File: src/rtl/core/wmmf_pkg.sv
// Shared types and constants for the wrench median/mean filter.
// Used by the interfaces, the controller, the datapath, the divider and the top level.
// It has no dependencies of its own.
package wmmf_pkg;

  // Field widths
  localparam int CH_W   = 3;
  localparam int NUM_CH = 6;
  localparam int SMP_W  = 16;
  localparam int IDX_W  = 6;
  localparam int WIN_MAX = 64;
  localparam int LEN_W  = 7;
  localparam int THR_W  = 15;
  localparam int MASK_W = 6;
  localparam int SUM_W  = 22;
  localparam int CNT_W  = 5;

  // Configuration port
  localparam int REG_IDX_W = 2;
  localparam int CFG_DATA_W = 15;
  localparam logic [REG_IDX_W-1:0] REG_WIN_LEN  = 2'd0;
  localparam logic [REG_IDX_W-1:0] REG_DB_THR   = 2'd1;
  localparam logic [REG_IDX_W-1:0] REG_DB_MASK  = 2'd2;

  // Reset values of the registers
  localparam logic [LEN_W-1:0]  WIN_LEN_RST = 7'd40;
  localparam logic [THR_W-1:0]  DB_THR_RST  = 15'd26;
  localparam logic [MASK_W-1:0] DB_MASK_RST = 6'd7;

  typedef enum logic [2:0] {
    ST_IDLE,
    ST_LOAD,
    ST_MERGE,
    ST_UPDATE,
    ST_DIVIDE,
    ST_FINISH
  } wmmf_state_t;

  // Commands from the controller to the datapath
  typedef struct packed {
    logic accept;
    logic load;
    logic merge;
    logic update;
    logic finish;
  } wmmf_cmd_t;

  // Status from the datapath to the controller
  typedef struct packed {
    logic bad_ch;
    logic merge_done;
    logic div_done;
    logic out_free;
  } wmmf_stat_t;

endpackage

File: src/rtl/core/wmmf_ctrl.sv
// Controller state machine of the wrench median/mean filter.
// Depends on wmmf_pkg for the state, command and status types.
module wmmf_ctrl (
  input  logic                clk,
  input  logic                rst_n,
  input  logic                in_valid,
  output logic                in_ready,
  input  wmmf_pkg::wmmf_stat_t stat,
  output wmmf_pkg::wmmf_cmd_t  cmd
);

  wmmf_pkg::wmmf_state_t state_r, state_nxt;

  // Next state.
  always_comb begin
    state_nxt = state_r;
    case (state_r)
      wmmf_pkg::ST_IDLE: begin
        if (in_valid) begin
          state_nxt = stat.bad_ch ? wmmf_pkg::ST_FINISH : wmmf_pkg::ST_LOAD;
        end
      end
      wmmf_pkg::ST_LOAD:   state_nxt = wmmf_pkg::ST_MERGE;
      wmmf_pkg::ST_MERGE: begin
        if (stat.merge_done) begin
          state_nxt = wmmf_pkg::ST_UPDATE;
        end
      end
      wmmf_pkg::ST_UPDATE: state_nxt = wmmf_pkg::ST_DIVIDE;
      wmmf_pkg::ST_DIVIDE: begin
        if (stat.div_done) begin
          state_nxt = wmmf_pkg::ST_FINISH;
        end
      end
      wmmf_pkg::ST_FINISH: begin
        if (stat.out_free) begin
          state_nxt = wmmf_pkg::ST_IDLE;
        end
      end
      default: state_nxt = wmmf_pkg::ST_IDLE;
    endcase
  end

  // Outputs.
  always_comb begin
    cmd      = '0;
    in_ready = 1'b0;
    case (state_r)
      wmmf_pkg::ST_IDLE: begin
        in_ready   = 1'b1;
        cmd.accept = in_valid;
      end
      wmmf_pkg::ST_LOAD:   cmd.load   = 1'b1;
      wmmf_pkg::ST_MERGE:  cmd.merge  = 1'b1;
      wmmf_pkg::ST_UPDATE: cmd.update = 1'b1;
      wmmf_pkg::ST_DIVIDE: cmd        = '0;
      wmmf_pkg::ST_FINISH: cmd.finish = 1'b1;
      default:             cmd        = '0;
    endcase
  end

  always_ff @(posedge clk) begin
    if (!rst_n) begin
      state_r <= wmmf_pkg::ST_IDLE;
    end else begin
      state_r <= state_nxt;
    end
  end

endmodule

File: config.mk
export PLATFORM = sky130hd
export DESIGN_NAME = wmmf_ctrl
export DESIGN_NICKNAME = d
export VERILOG_FILES = /design/src/rtl/core/wmmf_pkg.sv /design/src/rtl/core/wmmf_ctrl.sv
export SDC_FILE = /design/constraint.sdc
export NUM_CORES = 1
export LEC_CHECK = 0
export BUFFER_PORTS_ARGS = -buffer_cell sky130_fd_sc_hd__buf_2
export CAP_MARGIN = 20
export CORE_AREA = 5 5 42 44
export DETAILED_ROUTE_END_ITERATION = 10
export DIE_AREA = 0 0 47 49
export PLACE_DENSITY = 0.34
export SLEW_MARGIN = 20
export SYNTH_ARGS = -nofsm -noshare
export SYNTH_HDL_FRONTEND = slang
export SYNTH_SLANG_ARGS = --single-unit
export TNS_END_PERCENT = 30
File: constraint.sdc
create_clock -name clk -period 1.1 [get_ports clk]
set_input_delay 0.22 -clock clk [delete_from_list [all_inputs] [get_ports clk]]
set_output_delay 0.22 -clock clk [all_outputs]
set_load 0.02 [all_outputs]
# Word level (Yosys, flattened, before mapping)
# Index checks and enable logic that the tools add are counted.
[totals]
regBits = 3
inputBits = 7
out_inout_bits = 6
word_cells = 24
[classes]
eq_ne = 9
n_mux = 12
n_reduce_logical = 2
[op_table]
columns = ["cell", "n"]
rows = [
  ["$pmux 3 s6", 1],
  ["$mux 3", 5],
  ["$ne 2x2->1 const B", 4],
  ["$eq 3x2->1 const B", 2],
  ["$eq 3x3->1 const B", 2],
  ["$mux 1", 6],
  ["$reduce_and 4->1", 1],
  ["$eq 3x1->1 const B", 1],
  ["$logic_not 3->1", 1],
]

# Depth between registers and ports, before layout
[logic_depth]
word_depth = 3
ltp_mapped = 4
mapped_depth_nobuf = 3

# Worst setup path before layout
# OpenSTA, ideal clock, no wires.
[synth_timing]
kind = "register to output"
startpoint = "register state_r[0]"
endpoint = "output port cmd[0] in the netlist's numbering"
t_arrival_ns = 1.005
required_time_ns = 0.880
setup_slack_ns = -0.125
path_stages_with_launch = 4
n_path_buf = 1
path_cell_list = "dfxtp_1 -> buf_2 -> inv_1 -> nor3_1"
[synth_lines]
columns = ["element", "line", "source"]
rows = [
  ["start: declaration", "wmmf_ctrl.sv:12", "wmmf_pkg::wmmf_state_t state_r, state_nxt;"],
  ["start signal: assignment", "wmmf_ctrl.sv:64", "state_r <= wmmf_pkg::ST_IDLE;"],
  ["start signal: assignment", "wmmf_ctrl.sv:66", "state_r <= state_nxt;"],
  ["end: declaration", "wmmf_ctrl.sv:9", "output wmmf_pkg::wmmf_cmd_t cmd"],
]

==> flow_summary.json <==
{
  "final.setup.tns_ns": -0.854,
  "synth-seq-cells": 3,
  "totalPowerFinal_w": 0.000692,
  "async_reset_ff_share_pct": 0,
  "nFillCells": 164,
  "die_area_um2": 2300,
  "reg2reg_depth": 5,
  "start_kind": "register",
  "clock.fmax_ghz": 0.788,
  "synth_top_area_share_pct": 26.5,
  "yosysSeqAreaShare_pct": 26.5,
  "critPathMaxFanout": 5,
  "critPathKind": "reg -> out",
  "slew_headroom_pct": 84.6,
  "track_usage_pct": 7.31,
  "hold_class": "in -> reg",
  "finClkSkew_ns": 0.00164,
  "maxCapViolations": 0,
  "clock-root-buffer": "clkbuf_4",
  "gp_congestion": 0.711,
  "port_buffers": 12,
  "drive_gt1_share_pct": 76.1,
  "syn-num-nets": 31,
  "synth_edf_count": 0,
  "rr_endpoint": "state_r[0]",
  "regMostFlops": "state_r",
  "finalSetupViolCount": 6,
  "tightest_slew_ns": 0.230,
  "place_hpwl_um": 523,
  "overflow": 0,
  "nNetsFinal": 54,
  "leakagePower_nw": 0.205,
  "crit_path_start": "state_r[1]",
  "clkLatencyLatePin_ns": 0.23,
  "finalHoldViolCount": 0,
  "powerDensity_nw_per_um2": 1610,
  "drtPass1Iterations": 2,
  "ctsHoldBuffers": 0,
  "min_period_ns": 1.27,
  "arrival_ns": 1.05,
  "crit_path_end_kind": "primary output",
  "htree_levels": 1,
  "grt_max_degree": 7,
  "cts_tree": "done",
  "num_rows": 14,
  "netlist_area_um2": 226,
  "place_ws_ns": -0.0385,
  "yosysTopAreaCell": "dfxtp_1",
  "final.period_utilization_pct": 115,
  "core_area_um2": 1400,
  "post-route-drc-count": 0,
  "grt_pass1_wl_mm": 1.13,
  "wirelength_um": 648,
  "die_h_um": 49,
  "ant_nets": 0,
  "diodes": 0,
  "r2r_setup_slack_ns": 0.03,
  "status": "complete, but fails checks",
  "wl_per_cell_um": 10.5,
  "start_util_pct": 16.2,
  "fin_area_um2": 430,
  "slew_viol_final": 0,
  "r2r_start": "state_r[1]",
  "synthToLayoutAreaGrowth_pct": 90.1,
  "routed_via_density": 4.08,
  "drt_iter0_markers": 1,
  "grt_pass1_vias": 294,
  "path_clk_slew_ns": 0.04,
  "synth_cells": 24,
  "rsz0062_at_grt": "yes",
  "crit_required_ns": 0.88,
  "clock_path_buffers": 2,
  "stdcell_count": 62,
  "place_inst": 57,
  "numCtsBuffers": 3,
  "worst_slack_ns": -0.169,
  "max-vdd-ir-drop_uv": 712,
  "reg_top3": "state_r x3",
  "clock-sinks": 3,
  "violations": "setup timing",
  "synth_commonest_cells": "dfxtp_1 (3), inv_1 (3), nor3_1 (3)",
  "largest_reg_flops": 3,
  "ys_warn_count": 0,
  "antenna_found_initial": 0,
  "via_count": 253,
  "avgSynthCellArea_um2": 9.44,
  "worstSetupEndpoint": "cmd[4]",
  "num_io_pins": 13,
  "die_w_um": 47,
  "post_dp_cell_area_um2": 339,
  "synthFlopType": "dfxtp_1",
  "synth_area_leaders": "dfxtp_1 (27%), nor4b_4 (10%), buf_6 (9.9%), nor3_1 (6.6%), nor3b_2 (5.5%)",
  "synth_cell_types": 17
}
-- logic make-up (layout without fill, tap and decap cells) --
kind of cell / count (synthesis) / count (layout) / synth area share [%]
xor gates and xnor gates: 1 / 1 / 3.87
AOI/OAI and AO/OA: 5 / 5 / 18.8
buffers and inverters: 6 / 28 / 17.1
and+or+nand+nor: 9 / 9 / 33.7
DFF: 3 / 3 / 26.5
-- where the power goes --
| part | leakage, nW | switching (W) | internal (W) | total, W |
|---|---|---|---|---|
| clock network | 0.0150 | 0.0000506 | 0.000136 | 0.000186 |
| logic | 0.164 | 0.000150 | 0.000185 | 0.000335 |
| registers | 0.0264 | 0.0000373 | 0.000134 | 0.000171 |
-- metrics by stage --
stage | utilization (%) | hold slack, ns
4_1_cts | 30.0 | 0.257
5_1_grt | 30.7 | 0.254
2_1_floorplan | - | 0.370
3_3_place_gp | 24.2 | 0.495
6_report | 30.7 | 0.260
3_5_place_dp | 24.2 | 0.498
-- metal layers --
metal | track usage [%] | vias up | routed length, µm
met5 | 0 | - | 0
met4 | 8.29 | 0 | 19
met3 | 2.21 | 2 | 9
met2 | 10.6 | 9 | 367
met1 | 7.22 | 114 | 252
li1 | - | 128 | -
-- critical path, stage by stage (launching register included) --
cell     delay (ns)
dfxtp_4        0.36
nor4b_4        0.28
buf_4          0.18
-- placed cells by master (no fill, tap or decap), types with 2 or more instances in the layout --
master,count
nor3_2,2
clkbuf_4,3
inv_1,3
buf_2,6
buf_4,12
buf_6,3
dfxtp_4,2
-- area by class of cell --
| class | count | area (µm²) | area share (%) |
|---|---|---|---|
| Multi-Input combinational cell | 15 | 150 | 34.9 |
| Sequential cell | 3 | 68.8 | 16.0 |
| Timing Repair Buffer | 21 | 154 | 35.8 |
| Tap cell | 16 | 20.0 | 4.65 |
| Clock buffer | 4 | 26.3 | 6.10 |
| Inverter | 3 | 11.3 | 2.62 |
-- worst min-delay path by stage --
stage	from	end	slack [ns]	depth (start not counted)
2_1_floorplan	rst_n	state_r[0]	0.37	1
3_3_place_gp	rst_n	state_r[1]	0.49	2
3_5_place_dp	rst_n	state_r[1]	0.50	2
4_1_cts	rst_n	state_r[1]	0.26	2
5_1_grt	rst_n	state_r[1]	0.25	2
6_report	stat[2]	state_r[0]	0.26	3
-- timing repair --
item | in CTS | in global routing
pin swaps | 3 | 3
resized for setup | 17 | 2
buffers inserted | 1 | 0
endpoints found under the setup margin | 6 | 7
Power figures use the tool's default switching activity.
